[src/rtl/hbkc_pkg.sv]
// ----------------------------------------------------------------------------
// hbkc_pkg
// Types and constants shared by the hash bucket key compare block.
// ----------------------------------------------------------------------------
package hbkc_pkg;

   // Field widths of the request and response items
   localparam int unsigned BIN_SLOTS   = 4;
   localparam int unsigned OP_W        = 2;
   localparam int unsigned LEN_W       = 8;
   localparam int unsigned RQOP_W      = 4;
   localparam int unsigned SLICE_W     = 64;

   // Request op codes
   localparam logic [OP_W-1:0] OP_META = 2'd0;
   localparam logic [OP_W-1:0] OP_HEAD = 2'd1;
   localparam logic [OP_W-1:0] OP_KEY  = 2'd2;

   // Operation that streams the key without reading a header
   localparam logic [RQOP_W-1:0] STREAM_OP = 4'd8;

   // Bytes retired by each upper half (one 128-bit key word)
   localparam logic [LEN_W-1:0] BYTES_PER_WORD = 8'd16;

   typedef enum logic [1:0] {
      PH_IDLE,
      PH_HEAD,
      PH_COMPARE,
      PH_STREAM
   } phase_type;

   typedef struct packed {
      logic [OP_W-1:0]    op;
      logic [LEN_W-1:0]   key_length;
      logic [RQOP_W-1:0]  request_op;
      logic [SLICE_W-1:0] key_slice;
      logic [SLICE_W-1:0] bin0_slice;
      logic [SLICE_W-1:0] bin1_slice;
      logic [SLICE_W-1:0] bin2_slice;
      logic [SLICE_W-1:0] bin3_slice;
      logic               upper_half;
   } req_payload_type;

   typedef struct packed {
      logic [BIN_SLOTS-1:0] free_mask;
      logic [BIN_SLOTS-1:0] match_mask;
      logic [RQOP_W-1:0]    request_op_out;
      logic [LEN_W-1:0]     key_length_out;
   } rsp_payload_type;

   // Per-bin results of one request item
   typedef struct packed {
      logic [BIN_SLOTS-1:0] empty;    // header length byte is zero
      logic [BIN_SLOTS-1:0] len_hit;  // header length byte equals the key length
      logic [BIN_SLOTS-1:0] differ;   // key half differs from the bin half
   } bin_hits_type;

endpackage

[src/rtl/hbkc_if.sv]
// ----------------------------------------------------------------------------
// hbkc_req_if / hbkc_rsp_if
// Valid/ready channels for the requests and the status responses.
// ----------------------------------------------------------------------------
interface hbkc_req_if
   import hbkc_pkg::*;
   ();
   logic            valid;
   logic            ready;
   req_payload_type payload;

   modport source (output valid, output payload, input ready);
   modport sink   (input valid, input payload, output ready);
endinterface

interface hbkc_rsp_if
   import hbkc_pkg::*;
   ();
   logic            valid;
   logic            ready;
   rsp_payload_type payload;

   modport source (output valid, output payload, input ready);
   modport sink   (input valid, input payload, output ready);
endinterface

[src/rtl/hbkc_bin_cmp.sv]
// ----------------------------------------------------------------------------
// hbkc_bin_cmp
// Per-bin header length checks and key half comparisons for one request.
// ----------------------------------------------------------------------------
module hbkc_bin_cmp
   import hbkc_pkg::*;
#(
   parameter int unsigned BINS = 4
) (
   input  req_payload_type  payload,
   input  logic [LEN_W-1:0] saved_length,
   output bin_hits_type     hits
);

   logic [SLICE_W-1:0] slices [BIN_SLOTS];

   always_comb begin
      slices[0] = payload.bin0_slice;
      slices[1] = payload.bin1_slice;
      slices[2] = payload.bin2_slice;
      slices[3] = payload.bin3_slice;
   end

   always_comb begin
      hits = '0;
      for (int i = 0; i < BIN_SLOTS; i++) begin
         if (i < BINS) begin
            hits.empty[i]   = (slices[i][LEN_W-1:0] == '0);
            hits.len_hit[i] = (slices[i][LEN_W-1:0] == saved_length);
            hits.differ[i]  = (slices[i] != payload.key_slice);
         end
      end
   end

endmodule

[src/rtl/hash_bucket_key_compare.sv]
// ----------------------------------------------------------------------------
// hash_bucket_key_compare
// Checks a request key against the stored keys of one hash bucket.
// ----------------------------------------------------------------------------
// Each request is handled combinationally: the bin checks and the length count
// run between the request port and the state and response registers, so a new
// request can be accepted every cycle while no response is stalled. A request
// starts with metadata (op 0), then a bucket header (op 1) unless the operation
// is the stream-only code 8, then key halves (op 2). After the key half that ends
// the key, one status response appears in the next cycle. Requests that do not
// fit the current phase are accepted and dropped. The request side stalls only
// while a response is held and not taken.
module hash_bucket_key_compare
   import hbkc_pkg::*;
#(
   parameter int unsigned BINS = 4
) (
   input  logic        clock,
   input  logic        reset,
   hbkc_req_if.sink    req,
   hbkc_rsp_if.source  rsp
);

   phase_type            phase_ff, phase_in;
   logic [LEN_W-1:0]     remaining_ff, remaining_in;
   logic [RQOP_W-1:0]    saved_op_ff, saved_op_in;
   logic [LEN_W-1:0]     saved_length_ff, saved_length_in;
   logic [BIN_SLOTS-1:0] free_flags_ff, free_flags_in;
   logic [BIN_SLOTS-1:0] match_flags_ff, match_flags_in;
   logic                 rsp_valid_ff, rsp_valid_in;
   rsp_payload_type      rsp_payload_ff, rsp_payload_in;

   bin_hits_type         hits;
   logic                 req_fire;
   logic                 emit;
   logic [LEN_W-1:0]     remaining_dec;

   hbkc_bin_cmp #(
      .BINS (BINS)
   ) u_bin_cmp (
      .payload      (req.payload),
      .saved_length (saved_length_ff),
      .hits         (hits)
   );

   assign req.ready = !rsp_valid_ff || rsp.ready;
   assign req_fire  = req.valid && req.ready;

   assign remaining_dec = (remaining_ff > BYTES_PER_WORD) ?
                          remaining_ff - BYTES_PER_WORD : '0;

   always_comb begin
      phase_in        = phase_ff;
      remaining_in    = remaining_ff;
      saved_op_in     = saved_op_ff;
      saved_length_in = saved_length_ff;
      free_flags_in   = free_flags_ff;
      match_flags_in  = match_flags_ff;
      emit            = 1'b0;

      if (req_fire) begin
         unique case (phase_ff)
            PH_IDLE: begin
               if (req.payload.op == OP_META) begin
                  saved_length_in = req.payload.key_length;
                  saved_op_in     = req.payload.request_op;
                  remaining_in    = req.payload.key_length;
                  free_flags_in   = '0;
                  match_flags_in  = '0;
                  phase_in = (req.payload.request_op == STREAM_OP) ? PH_STREAM : PH_HEAD;
               end
            end
            PH_HEAD: begin
               if (req.payload.op == OP_HEAD) begin
                  free_flags_in  = free_flags_ff | hits.empty;
                  match_flags_in = match_flags_ff | (hits.len_hit & ~hits.empty);
                  phase_in       = PH_COMPARE;
               end
            end
            PH_COMPARE, PH_STREAM: begin
               if (req.payload.op == OP_KEY) begin
                  if (phase_ff == PH_COMPARE) begin
                     match_flags_in = match_flags_ff & ~hits.differ;
                  end
                  // only the upper half retires a word of the key
                  if (req.payload.upper_half) begin
                     remaining_in = remaining_dec;
                     if (remaining_dec == '0) begin
                        emit     = 1'b1;
                        phase_in = PH_IDLE;
                     end
                  end
               end
            end
            default: begin
               phase_in = PH_IDLE;
            end
         endcase
      end
   end

   always_comb begin
      rsp_payload_in.free_mask      = free_flags_in;
      rsp_payload_in.match_mask     = match_flags_in;
      rsp_payload_in.request_op_out = saved_op_ff;
      rsp_payload_in.key_length_out = saved_length_ff;
      if (emit) begin
         rsp_valid_in = 1'b1;
      end else if (rsp.ready) begin
         rsp_valid_in = 1'b0;
      end else begin
         rsp_valid_in = rsp_valid_ff;
      end
   end

   always_ff @(posedge clock) begin
      if (reset) begin
         phase_ff        <= PH_IDLE;
         remaining_ff    <= '0;
         saved_op_ff     <= '0;
         saved_length_ff <= '0;
         free_flags_ff   <= '0;
         match_flags_ff  <= '0;
         rsp_valid_ff    <= 1'b0;
      end else begin
         phase_ff        <= phase_in;
         remaining_ff    <= remaining_in;
         saved_op_ff     <= saved_op_in;
         saved_length_ff <= saved_length_in;
         free_flags_ff   <= free_flags_in;
         match_flags_ff  <= match_flags_in;
         rsp_valid_ff    <= rsp_valid_in;
      end
   end

   // hold the response payload until the next one is emitted
   always_ff @(posedge clock) begin
      if (emit) begin
         rsp_payload_ff <= rsp_payload_in;
      end
   end

   assign rsp.valid   = rsp_valid_ff;
   assign rsp.payload = rsp_payload_ff;

   a_emit_goes_idle: assert property (@(posedge clock) disable iff (reset)
      emit |=> rsp_valid_ff && phase_ff == PH_IDLE)
      else $error("response emitted without returning to idle");

   a_stream_op: assert property (@(posedge clock) disable iff (reset)
      phase_ff == PH_STREAM |-> saved_op_ff == STREAM_OP)
      else $error("stream phase with a non-stream operation");

   a_free_match_disjoint: assert property (@(posedge clock) disable iff (reset)
      (free_flags_ff & match_flags_ff) == '0)
      else $error("bin marked both free and matching");

   a_unused_bins_clear: assert property (@(posedge clock) disable iff (reset)
      ((free_flags_ff | match_flags_ff) >> BINS) == '0)
      else $error("flag set for a bin beyond the bucket size");

   a_stall_on_held_rsp: assert property (@(posedge clock) disable iff (reset)
      rsp_valid_ff && !rsp.ready |-> !req.ready)
      else $error("request taken while a response is stalled");

endmodule
[src/flat_wrapper.sv]
// flat-port wrapper written by rule: the top's interface ports become plain ports
module hash_bucket_key_compare_flat import hbkc_pkg::*;
#(
   parameter int unsigned BINS = 4
)
  (clock, reset, req_valid, req_payload, req_ready, rsp_valid, rsp_payload, rsp_ready);
  hbkc_req_if req_i ();
  hbkc_rsp_if rsp_i ();
  input  logic clock;
  input  logic reset;
  input wire logic [$bits(req_i.valid)-1:0] req_valid;
  input wire logic [$bits(req_i.payload)-1:0] req_payload;
  output wire logic [$bits(req_i.ready)-1:0] req_ready;
  output wire logic [$bits(rsp_i.valid)-1:0] rsp_valid;
  output wire logic [$bits(rsp_i.payload)-1:0] rsp_payload;
  input wire logic [$bits(rsp_i.ready)-1:0] rsp_ready;
  assign req_i.valid = req_valid;
  assign req_i.payload = req_payload;
  assign req_ready = req_i.ready;
  assign rsp_valid = rsp_i.valid;
  assign rsp_payload = rsp_i.payload;
  assign rsp_i.ready = rsp_ready;
  hash_bucket_key_compare #(.BINS(BINS)) u_core (.clock(clock), .reset(reset), .req(req_i), .rsp(rsp_i));
endmodule
[config.mk]
export PLATFORM = sky130hd
export DESIGN_NAME = hash_bucket_key_compare_flat
export DESIGN_NICKNAME = d
export VERILOG_FILES = /design/src/rtl/hbkc_pkg.sv /design/src/rtl/hbkc_if.sv /design/src/rtl/hbkc_bin_cmp.sv /design/src/rtl/hash_bucket_key_compare.sv /design/src/flat_wrapper.sv
export SDC_FILE = /design/constraint.sdc
export NUM_CORES = 1
export LEC_CHECK = 0
export ABC_AREA = 0
export ABC_CLOCK_PERIOD_IN_PS = 6100
export BUFFER_PORTS_ARGS = -buffer_cell sky130_fd_sc_hd__buf_4
export CAP_MARGIN = 20
export CORE_AREA = 2 2 142 144
export DETAILED_ROUTE_END_ITERATION = 6
export DIE_AREA = 0 0 144 146
export PLACE_DENSITY_LB_ADDON = 0.25
export REMOVE_ABC_BUFFERS = 1
export SETUP_SLACK_MARGIN = 0.15
export SYNTH_ARGS = -nofsm -noshare
export SYNTH_HDL_FRONTEND = slang
export SYNTH_SLANG_ARGS = --single-unit
[constraint.sdc]
create_clock -name clock -period 6.1 [get_ports clock]
set_input_delay 0.61 -clock clock [delete_from_list [all_inputs] [get_ports clock]]
set_output_delay 0.61 -clock clock [all_outputs]
set_load 0.01 [all_outputs]
==> run summary <==
status: finished clean
Mapped Cells: 652
YS warnings: 0
crit path kind: register to register
min Tclk post-route: 2.09 ns
Site Rows: 51
DIE HEIGHT: 146 um
Final ANT Viol Nets: 0
Netlist cell types: 36
Reg clk slew, reported paths: 0.07 ns
Yosys reg bits: 51
Core ar.: 19,300 um2
most frequent cell after synthesis: xnor2_1
detailed-route via count: 5,657
CP Capture Type: register
largest net degree at the start of global routing: 32
cts bufs inserted: 5
MaxCap Viol Count: 0
Crit path top cell by count: a21oi_1
Die Wd: 144 um
via/cell ratio: 4.69
Slowest-stage cell, CP: dfxtp_1
CTS resizes: 0
vias in the first global route: 5,800
CP top delay family: flip-flops
Final Max Tran Viols: 0
htree depth: 2
Reg power frac: 0.321
Ports: 361
Port-buffer cells: 360
power per cell area: 137 nW/um2
Total Routing Usage GR: 0.235
Final TNS setup: 0 ns
CTS tree: done
first-pass GRT wire length: 36,000 um
internal power: 0.791 mW
footprint of the multi-input gates: 3840 um2
register area: 1220 um2
Final Hold Fails: 0
final setup margin: 4.01 ns
WL final: 25,800 um
clk_lat worst skew: 0.30 ns
DRT iter0 DRCs: 344
syn_area_per_cell: 8.27 um2
Post-synth EDFFs: 20
Max transition margin: 0.482
FMAX: 478 MHz
estimated wirelength of the detail-placed design: 23,000 um
hold buffers post-CTS: 0
crit path from: u_core.remaining_ff[4]$_SDFFE_PP0P_
Leak Pwr: 3.10 nW
Worst-Margin Slew: 0.770 ns
clock skew: 0.0103 ns
Place WS: 3.71 ns
final setup fails: 0
Top FF cell, synth: dfxtp_1
Yosys top cell area share: 0.468
maximum VDD drop: 0.0000894 V
sw frac: 0.304
Max FO, Critical Path: 11
mapped cell area: 5390 um2
final net count: 1,281
die footprint: 21,000 um2
gr ovfl total: 0
RSZ-0062 raised after global routing: no
CP peak stage delay: 0.44 ns
Setup crit start kind: register
initial antenna violation count: 2
clock power share: 0.258
switching power: 0.346 mW
CP bufs+invs: 2
commonest cells in the netlist: xnor2_1 (288), nand4_1 (77), clkbuf_1 (71)
Starting Density: 0.279
Area Overhead vs Synth: 53.7%
Worst R2R Start: u_core.remaining_ff[4]$_SDFFE_PP0P_
maximum clock path buffer count: 2
ys async rst share: 0
HP Start: u_core.saved_op_ff[1]$_SDFFE_PP0P_
clk root buf: clkbuf_16
crit-path cells: inv_1 > ha_1 > a21oi_1 > o21ai_0 > a21oi_1 > nor4b_2 > buf_4
Yosys top cell by area: xnor2_1
DRC Markers: 0
post-CTS setup buffers: 0
Seq/Total Area, Yosys: 0.226
CTS Sinks: 51
Arrival @ worst endpoint: 2.08 ns
Fill cells: 2,044
GPL Wtd Cong: 0.866
Worst EP required: 6.09 ns
Final Cycle Share: 0.343
Comb power frac: 0.421
Worst Hold Class: register to register
WL/cell: 21.4 um
share of post-route cells with drive strength above 1: 0.399
Area contributors post-synth: xnor2_1 (47%), dfxtp_1 (12%), edfxtp_1 (11%)
DRT Pass-1 Iters: 4
[stage by stage]
| stage | util | hold slack, ns | power, mW | instance area (um2) | cells |
|---|---|---|---|---|---|
| final | 0.429 | 0.437 | 1.14 | 8290 | 1207 |
| after detailed placement | 0.421 | 0.420 | 0.852 | 8130 | 1198 |
| after floorplan | - | 0.408 | 0.565 | 5080 | 571 |
| after CTS | 0.429 | 0.438 | 1.15 | 8290 | 1206 |
| after global placement | 0.421 | 0.412 | 0.850 | 8130 | 1198 |
| after global routing | 0.429 | 0.443 | 1.19 | 8290 | 1207 |
[routing by layer]
layer  track usage  up-vias  part of all wire
li1              -     2782                 -
met1         0.307     2613              0.43
met2         0.410      247              0.49
met3        0.0487       13             0.077
met4        0.0245        2            0.0067
met5             0        -           0.00050
[area by class of cell]
type | count | area share
inverter | 6 | 0.00272
sequential | 51 | 0.147
tap | 265 | 0.0400
clock buffer | 5 | 0.0151
antenna | 1 | 0.000302
multi-input combinational | 514 | 0.463
clock inverter | 3 | 0.00332
timing repair buffer | 362 | 0.328
[layout by cell type (no fill, tap or decap), types with 2 or more instances in the layout]
| cell | Yosys | final |
|---|---|---|
| buf_4 | 0 | 362 |
| xnor2_1 | 288 | 288 |
| nand4_1 | 77 | 77 |
| nand2_1 | 32 | 32 |
| a21oi_1 | 31 | 31 |
| dfxtp_1 | 31 | 31 |
| nor4_1 | 23 | 23 |
| edfxtp_1 | 20 | 20 |
| nor2_1 | 10 | 10 |
| o21ai_1 | 7 | 7 |
| nor3_1 | 6 | 6 |
| or4_1 | 6 | 6 |
| a211oi_1 | 6 | 6 |
| inv_1 | 5 | 5 |
| clkbuf_16 | 0 | 5 |
| nand3_1 | 3 | 3 |
| nor2b_1 | 3 | 3 |
| o21ai_0 | 2 | 2 |
| and2_1 | 2 | 2 |
| nor4b_1 | 3 | 2 |
| a31oi_1 | 2 | 2 |
| ha_1 | 2 | 2 |
[power by group through the flow]
stage | combinational (mW) | clock (mW) | sequential (mW)
floorplan | 0.195 | 0 | 0.370
global placement | 0.478 | 0 | 0.373
detailed placement | 0.479 | 0 | 0.373
CTS | 0.482 | 0.300 | 0.365
global route | 0.515 | 0.314 | 0.366
finish | 0.478 | 0.293 | 0.365
[sequential cells by signal, summed over array words and instances, names as in the netlist]
register                cells
u_core.rsp.payload         20
u_core.remaining_ff         8
u_core.saved_length_ff      8
u_core.free_flags_ff        4
u_core.match_flags_ff       4
u_core.saved_op_ff          4
u_core.phase_ff             2
u_core.rsp.valid            1
[final timing paths]
path,end,slack (ns),cells after the start
setup / recovery,u_core.rsp.payload[14]$_DFFE_PP_,4.01,7
setup reg to reg,u_core.rsp.payload[14]$_DFFE_PP_,4.01,7
hold reg to reg,u_core.rsp.payload[9]$_DFFE_PP_,0.44,0
hold / removal,u_core.rsp.payload[9]$_DFFE_PP_,0.44,0
[cell families (layout without fill, tap and decap cells)]
| logic type | count (synthesis) | in the layout | share of synthesized area |
|---|---|---|---|
| simple gates | 169 | 169 | 0.179 |
| flops | 51 | 51 | 0.226 |
| buf+inv | 87 | 376 | 0.0624 |
| other cells | 0 | 1 | 0 |
| fa+ha+maj | 2 | 2 | 0.00464 |
| compound gates | 55 | 55 | 0.0599 |
| xor+xnor | 288 | 288 | 0.468 |
(Power assumes the default switching activity.)
